===== config.mk =====
export PLATFORM = sky130hd
export DESIGN_NAME = mandelbrot_escape_count_core
export DESIGN_NICKNAME = d
export VERILOG_FILES = /design/src/hw/rtl/mbec_pkg.sv /design/src/hw/rtl/mandelbrot_escape_count_core.sv
export SDC_FILE = /design/constraint.sdc
export NUM_CORES = 2
export LEC_CHECK = 0
export BUFFER_PORTS_ARGS = -buffer_cell sky130_fd_sc_hd__buf_2
export CAP_MARGIN = 20
export CORE_ASPECT_RATIO = 1.5
export CORE_MARGIN = 5
export CORE_UTILIZATION = 40
export CTS_CLUSTER_DIAMETER = 60
export CTS_CLUSTER_SIZE = 20
export DETAILED_ROUTE_END_ITERATION = 16
export PLACE_DENSITY_LB_ADDON = 0.12
export SKIP_CTS_REPAIR_TIMING = 1
export SYNTH_ARGS = -nofsm -noshare
export SYNTH_HDL_FRONTEND = slang
export SYNTH_SLANG_ARGS = --single-unit

===== constraint.sdc =====
create_clock -name clk_i -period 11.4 [get_ports clk_i]
set_clock_uncertainty 0.15 [all_clocks]
set_input_delay 0.57 -clock clk_i [delete_from_list [all_inputs] [get_ports clk_i]]
set_output_delay 0.57 -clock clk_i [all_outputs]
set_load 0.01 [all_outputs]

===== src/hw/rtl/mbec_pkg.sv =====
// Shared constants for the escape-time iteration core.
`timescale 1ns / 1ps
package mbec_pkg;

  // Field widths
  localparam int INDEX_BITS = 12;
  localparam int FRAC_BITS  = 28;
  localparam int COUNT_BITS = 16;
  localparam int COORD_W    = 32;
  localparam int CFG_IDX_W  = 3;

  // z after an update stays within +/-2^(FRAC_BITS+4): two extra integer bits over Q4.28
  localparam int ZW     = COORD_W + 2;
  // Shared multiplier operand width: covers coordinates, steps and bounded z
  localparam int MUL_W  = COORD_W + 1;
  // Products: squares of |z| < 2 and index times step
  localparam int PROD_W = 2 * FRAC_BITS + 4;
  // Update sums: product terms plus c aligned to 2F fraction bits
  localparam int SUM_W  = PROD_W + 2;
  // Coordinate sum before saturation
  localparam int CSUM_W = COORD_W + INDEX_BITS + 2;

  // Input beat: pixel_column then pixel_row, padded to whole bytes
  localparam int S_DATA_W = ((2 * INDEX_BITS + 7) / 8) * 8;
  localparam int M_DATA_W = ((COUNT_BITS + 7) / 8) * 8;

  // Register indexes
  localparam logic [CFG_IDX_W-1:0] REG_REAL_ORIGIN = 3'd0;
  localparam logic [CFG_IDX_W-1:0] REG_IMAG_ORIGIN = 3'd1;
  localparam logic [CFG_IDX_W-1:0] REG_REAL_STEP   = 3'd2;
  localparam logic [CFG_IDX_W-1:0] REG_IMAG_STEP   = 3'd3;
  localparam logic [CFG_IDX_W-1:0] REG_MAX_ITER    = 3'd4;

  localparam logic [COUNT_BITS-1:0] MAX_ITER_RESET = COUNT_BITS'(1024);

endpackage


===== src/hw/rtl/mandelbrot_escape_count_core.sv =====
// Mandelbrot escape-time core: one pixel at a time through a shared multiplier.
// Steps: c is formed in ST_MUL_CR, ST_MUL_CI and ST_SAT_CI; each iteration runs ST_CHECK,
// ST_SQ_I, ST_CROSS and ST_UPD; the run ends in ST_CHECK when the limit or a large component
// ends it, or in ST_CROSS when |z|^2 does, and ST_FIN loads the result. The next input beat
// is taken only once the sequencer is back in idle; a stalled result holds the sequencer.
// Reset (rst_ni low, asynchronous): sequencer idle, output empty, origins/steps zero, limit 1024.
`timescale 1ns / 1ps
module mandelbrot_escape_count_core (
  input  logic                                 clk_i,
  input  logic                                 rst_ni,
  // configuration write port
  input  logic                                 cfg_we_i,
  input  logic [mbec_pkg::CFG_IDX_W-1:0]       cfg_index_i,
  input  logic [mbec_pkg::COORD_W-1:0]         cfg_data_i,
  // input stream
  input  logic                                 s_axis_tvalid,
  output logic                                 s_axis_tready,
  input  logic [mbec_pkg::S_DATA_W-1:0]        s_axis_tdata,   // [11:0] pixel_column, [23:12] pixel_row
  // output stream
  output logic                                 m_axis_tvalid,
  input  logic                                 m_axis_tready,
  output logic [mbec_pkg::M_DATA_W-1:0]        m_axis_tdata    // [15:0] iteration_count
);
  import mbec_pkg::*;

  // Sequencer codes
  localparam logic [3:0] ST_IDLE   = 4'd0;
  localparam logic [3:0] ST_MUL_CR = 4'd1;
  localparam logic [3:0] ST_MUL_CI = 4'd2;
  localparam logic [3:0] ST_SAT_CI = 4'd3;
  localparam logic [3:0] ST_CHECK  = 4'd4;
  localparam logic [3:0] ST_SQ_I   = 4'd5;
  localparam logic [3:0] ST_CROSS  = 4'd6;
  localparam logic [3:0] ST_UPD    = 4'd7;
  localparam logic [3:0] ST_FIN    = 4'd8;

  localparam logic signed [ZW-1:0]     TwoZ      = ZW'(1) << (FRAC_BITS + 1);
  localparam logic signed [ZW-1:0]     NegTwoZ   = -TwoZ;
  localparam logic signed [PROD_W:0]   FourWide  = (PROD_W + 1)'(1) << (2 * FRAC_BITS + 2);
  localparam logic signed [CSUM_W-1:0] CoordMax  = (CSUM_W'(1) << (COORD_W - 1)) - CSUM_W'(1);
  localparam logic signed [CSUM_W-1:0] CoordMin  = ~CoordMax;

  logic [3:0] state_q, state_d;

  logic signed [COORD_W-1:0]  rorig_q, iorig_q, rstep_q, istep_q;
  logic [COUNT_BITS-1:0]      max_q;

  logic [INDEX_BITS-1:0]      col_q, row_q;
  logic signed [COORD_W-1:0]  cr_q, ci_q, cr_d, ci_d;
  logic signed [ZW-1:0]       zr_q, zi_q, zr_d, zi_d;
  logic signed [PROD_W-1:0]   prod_q, prod_d, zr2_q, zr2_d;
  logic [COUNT_BITS-1:0]      n_q, n_d;

  logic signed [MUL_W-1:0]    mul_a, mul_b;
  logic signed [2*MUL_W-1:0]  mul_full;
  logic signed [CSUM_W-1:0]   csum;
  logic signed [COORD_W-1:0]  csat;
  logic signed [PROD_W:0]     sq_sum;
  logic signed [SUM_W-1:0]    sum_re, sum_im;
  logic                       big_z, done_lim, escaped_sq;

  logic                       out_valid_q;
  logic [COUNT_BITS-1:0]      out_count_q;
  logic                       out_free, load_out, s_beat;

  // Configuration registers
  always_ff @(posedge clk_i or negedge rst_ni) begin
    if (!rst_ni) begin
      rorig_q <= '0;
      iorig_q <= '0;
      rstep_q <= '0;
      istep_q <= '0;
      max_q   <= MAX_ITER_RESET;
    end else if (cfg_we_i) begin
      unique case (cfg_index_i)
        REG_REAL_ORIGIN: rorig_q <= $signed(cfg_data_i);
        REG_IMAG_ORIGIN: iorig_q <= $signed(cfg_data_i);
        REG_REAL_STEP:   rstep_q <= $signed(cfg_data_i);
        REG_IMAG_STEP:   istep_q <= $signed(cfg_data_i);
        REG_MAX_ITER:    max_q   <= cfg_data_i[COUNT_BITS-1:0];
        default: ;
      endcase
    end
  end

  // Shared multiplier operand select
  always_comb begin
    unique case (state_q)
      ST_MUL_CR: begin
        mul_a = $signed({{(MUL_W-INDEX_BITS){1'b0}}, col_q});
        mul_b = MUL_W'(rstep_q);
      end
      ST_MUL_CI: begin
        mul_a = $signed({{(MUL_W-INDEX_BITS){1'b0}}, row_q});
        mul_b = MUL_W'(istep_q);
      end
      ST_CHECK: begin
        mul_a = zr_q[MUL_W-1:0];
        mul_b = zr_q[MUL_W-1:0];
      end
      ST_SQ_I: begin
        mul_a = zi_q[MUL_W-1:0];
        mul_b = zi_q[MUL_W-1:0];
      end
      default: begin
        mul_a = zr_q[MUL_W-1:0];
        mul_b = zi_q[MUL_W-1:0];
      end
    endcase
  end

  assign mul_full = mul_a * mul_b;
  assign prod_d   = PROD_W'(mul_full);

  // Origin plus index times step, saturated to Q4.28
  always_comb begin
    if (state_q == ST_MUL_CI) begin
      csum = CSUM_W'(rorig_q) + CSUM_W'(prod_q);
    end else begin
      csum = CSUM_W'(iorig_q) + CSUM_W'(prod_q);
    end
    priority if (csum > CoordMax) begin
      csat = COORD_W'(CoordMax);
    end else if (csum < CoordMin) begin
      csat = COORD_W'(CoordMin);
    end else begin
      csat = COORD_W'(csum);
    end
  end

  // Escape tests and the z update datapath
  assign big_z      = (zr_q >= TwoZ) || (zr_q <= NegTwoZ) ||
                      (zi_q >= TwoZ) || (zi_q <= NegTwoZ);
  assign done_lim   = (n_q >= max_q);
  assign sq_sum     = (PROD_W + 1)'(zr2_q) + (PROD_W + 1)'(prod_q);
  assign escaped_sq = (sq_sum >= FourWide);
  assign sum_re     = SUM_W'(zr2_q) - SUM_W'(prod_q) + (SUM_W'(cr_q) <<< FRAC_BITS);
  assign sum_im     = (SUM_W'(prod_q) <<< 1) + (SUM_W'(ci_q) <<< FRAC_BITS);

  assign out_free = !out_valid_q || m_axis_tready;
  assign s_axis_tready = (state_q == ST_IDLE);
  assign s_beat   = s_axis_tvalid && s_axis_tready;
  assign load_out = (state_q == ST_FIN) && out_free;

  // Sequencer
  always_comb begin
    state_d = state_q;
    cr_d    = cr_q;
    ci_d    = ci_q;
    zr_d    = zr_q;
    zi_d    = zi_q;
    zr2_d   = zr2_q;
    n_d     = n_q;
    unique case (state_q)
      ST_IDLE: begin
        if (s_axis_tvalid) begin
          state_d = ST_MUL_CR;
        end
      end
      ST_MUL_CR: state_d = ST_MUL_CI;
      ST_MUL_CI: begin
        cr_d    = csat;
        state_d = ST_SAT_CI;
      end
      ST_SAT_CI: begin
        ci_d    = csat;
        zr_d    = '0;
        zi_d    = '0;
        n_d     = '0;
        state_d = ST_CHECK;
      end
      ST_CHECK: begin
        if (done_lim || big_z) begin
          state_d = ST_FIN;
        end else begin
          state_d = ST_SQ_I;
        end
      end
      ST_SQ_I: begin
        zr2_d   = prod_q;
        state_d = ST_CROSS;
      end
      ST_CROSS: begin
        if (escaped_sq) begin
          state_d = ST_FIN;
        end else begin
          zr_d    = ZW'(sum_re >>> FRAC_BITS);
          state_d = ST_UPD;
        end
      end
      ST_UPD: begin
        zi_d    = ZW'(sum_im >>> FRAC_BITS);
        n_d     = n_q + COUNT_BITS'(1);
        state_d = ST_CHECK;
      end
      ST_FIN: begin
        if (out_free) begin
          state_d = ST_IDLE;
        end
      end
      default: state_d = ST_IDLE;
    endcase
  end

  // Control state
  always_ff @(posedge clk_i or negedge rst_ni) begin
    if (!rst_ni) begin
      state_q     <= ST_IDLE;
      out_valid_q <= 1'b0;
    end else begin
      state_q <= state_d;
      if (load_out) begin
        out_valid_q <= 1'b1;
      end else if (m_axis_tready) begin
        out_valid_q <= 1'b0;
      end
    end
  end

  // Datapath registers
  always_ff @(posedge clk_i) begin
    if (s_beat) begin
      col_q <= s_axis_tdata[INDEX_BITS-1:0];
      row_q <= s_axis_tdata[2*INDEX_BITS-1:INDEX_BITS];
    end
    prod_q <= prod_d;
    cr_q   <= cr_d;
    ci_q   <= ci_d;
    zr_q   <= zr_d;
    zi_q   <= zi_d;
    zr2_q  <= zr2_d;
    n_q    <= n_d;
    if (load_out) begin
      out_count_q <= n_q;
    end
  end

  assign m_axis_tvalid = out_valid_q;
  assign m_axis_tdata  = M_DATA_W'(out_count_q);

`ifndef SYNTHESIS
  // At the squaring step the real part of z lies inside the |component| < 2 window
  a_sq_in_range: assert property (@(posedge clk_i) disable iff (!rst_ni)
    (state_q == ST_SQ_I) |-> ((zr_q < TwoZ) && (zr_q > NegTwoZ)))
    else $error("z real part out of range at squaring");

  // An accepted beat starts the coordinate multiply
  a_accept_start: assert property (@(posedge clk_i) disable iff (!rst_ni)
    s_beat |=> (state_q == ST_MUL_CR))
    else $error("accepted beat did not start the sequencer");

  // A new result appears only out of the finish step
  a_result_src: assert property (@(posedge clk_i) disable iff (!rst_ni)
    (m_axis_tvalid && !$past(m_axis_tvalid)) |-> ($past(state_q) == ST_FIN))
    else $error("result loaded outside the finish step");

  // The update step advances the count by one
  a_count_step: assert property (@(posedge clk_i) disable iff (!rst_ni)
    (state_q == ST_UPD) |=> (n_q == $past(n_q) + COUNT_BITS'(1)))
    else $error("iteration count did not advance");
`endif

endmodule


==> flow_summary.yaml <==
status:
  status: "finished clean"
floorplanning:
  start_util: 0.4025
  fp.dieH_um: 494.1
  ios: 82
  rows: 177
  die_area_sq_um: 164400
  core_sq_um: 155200
  die_w_um: 332.7
cells_and_area:
  syn_to_final_growth_pct: 8.693
  multi_input_area_sq_um: 44570
  register_area_sq_um: 12380
  nFillCells: 15190
  drive_above_1_share: 0.08642
  layout.nets: 8170
worst_setup_path:
  cpPeakStageDelay_ps: 610
  endpoint_kind: "flip-flop"
  slowest_stage: "o21a_1"
  crit_buf_inv: 10
  crit_path_frequent_cell: "fa_1"
  cp_top_family: "adder cells"
  worst-path-max-fanout: 46
  crit_type: "reg -> reg"
  worstSetupStartpointType: "flip-flop"
  required_ps: 11810
  worst_ep_arrival_time_ps: 11340
sta:
  setup_viol: 0
  slew_viol_final: 0
  rsz0062_at_grt: "no"
  relSlewSlack: 0.2193
  hold_viol_final: 0
  max_freq_ghz: 0.09151
  finalCriticalPeriod_ps: 10930
  worstMarginPinSlew_ps: 1160
  setup_tns_ps: 0
  fin_crit_sh: 0.9585
synthesis:
  synthCells: 6478
  syn_area_per_cell_sq_um: 9.647
  synth_warnings: 0
  post-synth-top-count-cell: "inv_1"
  synth_seq_area_share: 0.1981
  syn_area_sq_um: 62490
  synth_area_leader_cell: "fa_1"
  synth_common_cells: "1265 x inv_1, 1109 x fa_1, 697 x nor2_1"
  yosys.area.top_type_share: 0.3553
  synth_ff_type: "edfxtp_1"
  synth_edf_count: 248
  ys_ff_latch: 457
  synth_area_leaders: "fa_1 36%, edfxtp_1 12%, ha_1 8.9%"
  synth-async-reset-ratio: 0.3260
  synth.distinct_cells: 83
  syn-num-nets: 8097
cts:
  tritoncts: "built"
  clock_path_buffers: 3
  clk_pin_slew_ps: 90
  htree_levels: 2
  cts_root_buf: "clkbuf_16"
  cts_buffers: 41
  insertion_delay_ps: 690
  clkSinkCount: 457
global_route:
  grt.busiest_layer: "met2"
  grt_overflow_total: 0
  grt_pass1_wl_mm: 338.3
  track_usage: 0.2794
  antenna_found_initial: 13
  grtUsageMet3: 0.03704
  grt_max_degree: 90
  grtUsageMet1: 0.3318
  met2_usage: 0.5035
  first_global_vias: 50890
routing:
  wl_per_cell_um: 26.54
  drt_iter0_drc: 3179
  dr.pass1.iters: 8
  vias: 46930
  ant_nets: 0
  drc_errors: 0
  viasPerCell: 5.428
  wl_mm: 229.5
placed_design:
  place_congestion: 0.9452
  hpwl_mm: 192.7
  port_buffers: 81
flow_run:
  cap_violations: 0
worst_hold_path:
  min_path_type: "in -> reg"
## layout make-up
| class | count | area share |
|---|---|---|
| multi-input combinational | 4490 | 0.6562 |
| tap | 2058 | 0.03791 |
| sequential | 457 | 0.1822 |
| antenna | 4 | 0.0001474 |
| clock buffer | 48 | 0.01597 |
| timing repair buffer | 295 | 0.03137 |
| inverter | 1266 | 0.06996 |
| clock inverter | 28 | 0.006208 |
## worst reg2reg max path: cells and delay by family (launching register included)
kind	cells	cell delay, ps
adder cells (fa/ha/maj)	9	4340
AO/OA/AOI/OAI	9	2850
buffers and inverters	10	1820
flip-flops	1	470
XOR/XNOR	1	160
AND/OR/NAND/NOR	5	1040
## final timing paths
path | start | end | slack [ps] | cells after the start
worst min-delay path | cfg_data_i[10] | max_q[10] | 50 | 3
worst max register to register | state_q[1] | prod_q[48] | 470 | 34
min in group asynchronous | rst_ni | max_q[3] | 320 | 2
worst max-delay path | state_q[1] | prod_q[48] | 470 | 34
worst min register to register | rorig_q[27] | rorig_q[27] | 360 | 1
max in group asynchronous | rst_ni | iorig_q[26] | 9320 | 3
## flip-flops by register name (all words and copies together), names as in the netlist, 16 cells and up
register	cells
max_q	16
zi_q	34
cr_q	32
zr_q	34
rstep_q	32
prod_q	60
n_q	16
iorig_q	32
istep_q	32
ci_q	32
m_axis_tdata	16
rorig_q	32
zr2_q	60
## cells by family (layout without fill, tap and decap cells)
kind of cell             after synthesis  in the layout  synth area share
AO/OA/AOI/OAI                        869            869           0.09460
XOR/XNOR                             179            179           0.02509
adder cells (fa/ha/maj)             1555           1555            0.4446
buffers and inverters               1531           1637           0.09214
flip-flops                           457            457            0.1981
multiplexers                         164            164           0.02949
other                                  0              4                 0
AND/OR/NAND/NOR                     1723           1723            0.1161
## layer usage
layer | vias up | wire length [um] | share of wire
met5 | - | 0 | 0
met4 | 0 | 13470 | 0.059
met3 | 414 | 11780 | 0.051
met2 | 1489 | 116800 | 0.51
met1 | 24450 | 87470 | 0.38
li1 | 20570 | - | -
## cell usage in the layout (no fill, tap or decap), drive strengths merged, types with 8 or more instances in the layout
cell type and count:
edfxtp 248, nor2b 35, dfxtp 60, nand4 26
a21o 167, ha 446, nand3 49, buf 270
a21oi 192, inv 1281, dlygate4sd3 25, a22oi 23
xor2 64, o31ai 12, clkinv 11, o211ai 14
and3 27, a221oi 8, a211oi 21, a222oi 43
o21ai 165, nand2 692, nor2 697, nor3 43
or3 22, fa 1109, dfrtp 148, and2 27
a31oi 22, o21a 65, o21bai 28, a311oi 9
or2 10, nand2b 44, a22o 21, xnor2 115
clkbuf 48, mux2 161, nor4 21
## through the flow
step	hold WS, ps	setup slack (ps)	util	cell area (sq um)	cells
floorplan	124.4	419.3	-	62490	6478
global placement	333.3	630.1	0.4262	66160	8541
detailed placement	339.9	563.0	0.4262	66160	8541
CTS	-220.8	481.6	0.4359	67670	8617
global route	61.59	16.35	0.4375	67920	8643
finish	49.26	472.6	0.4375	67930	8646
Power is left out: the tool's default activity adds up to more than one toggle a clock period on the data nets, which glitch-free logic cannot reach.
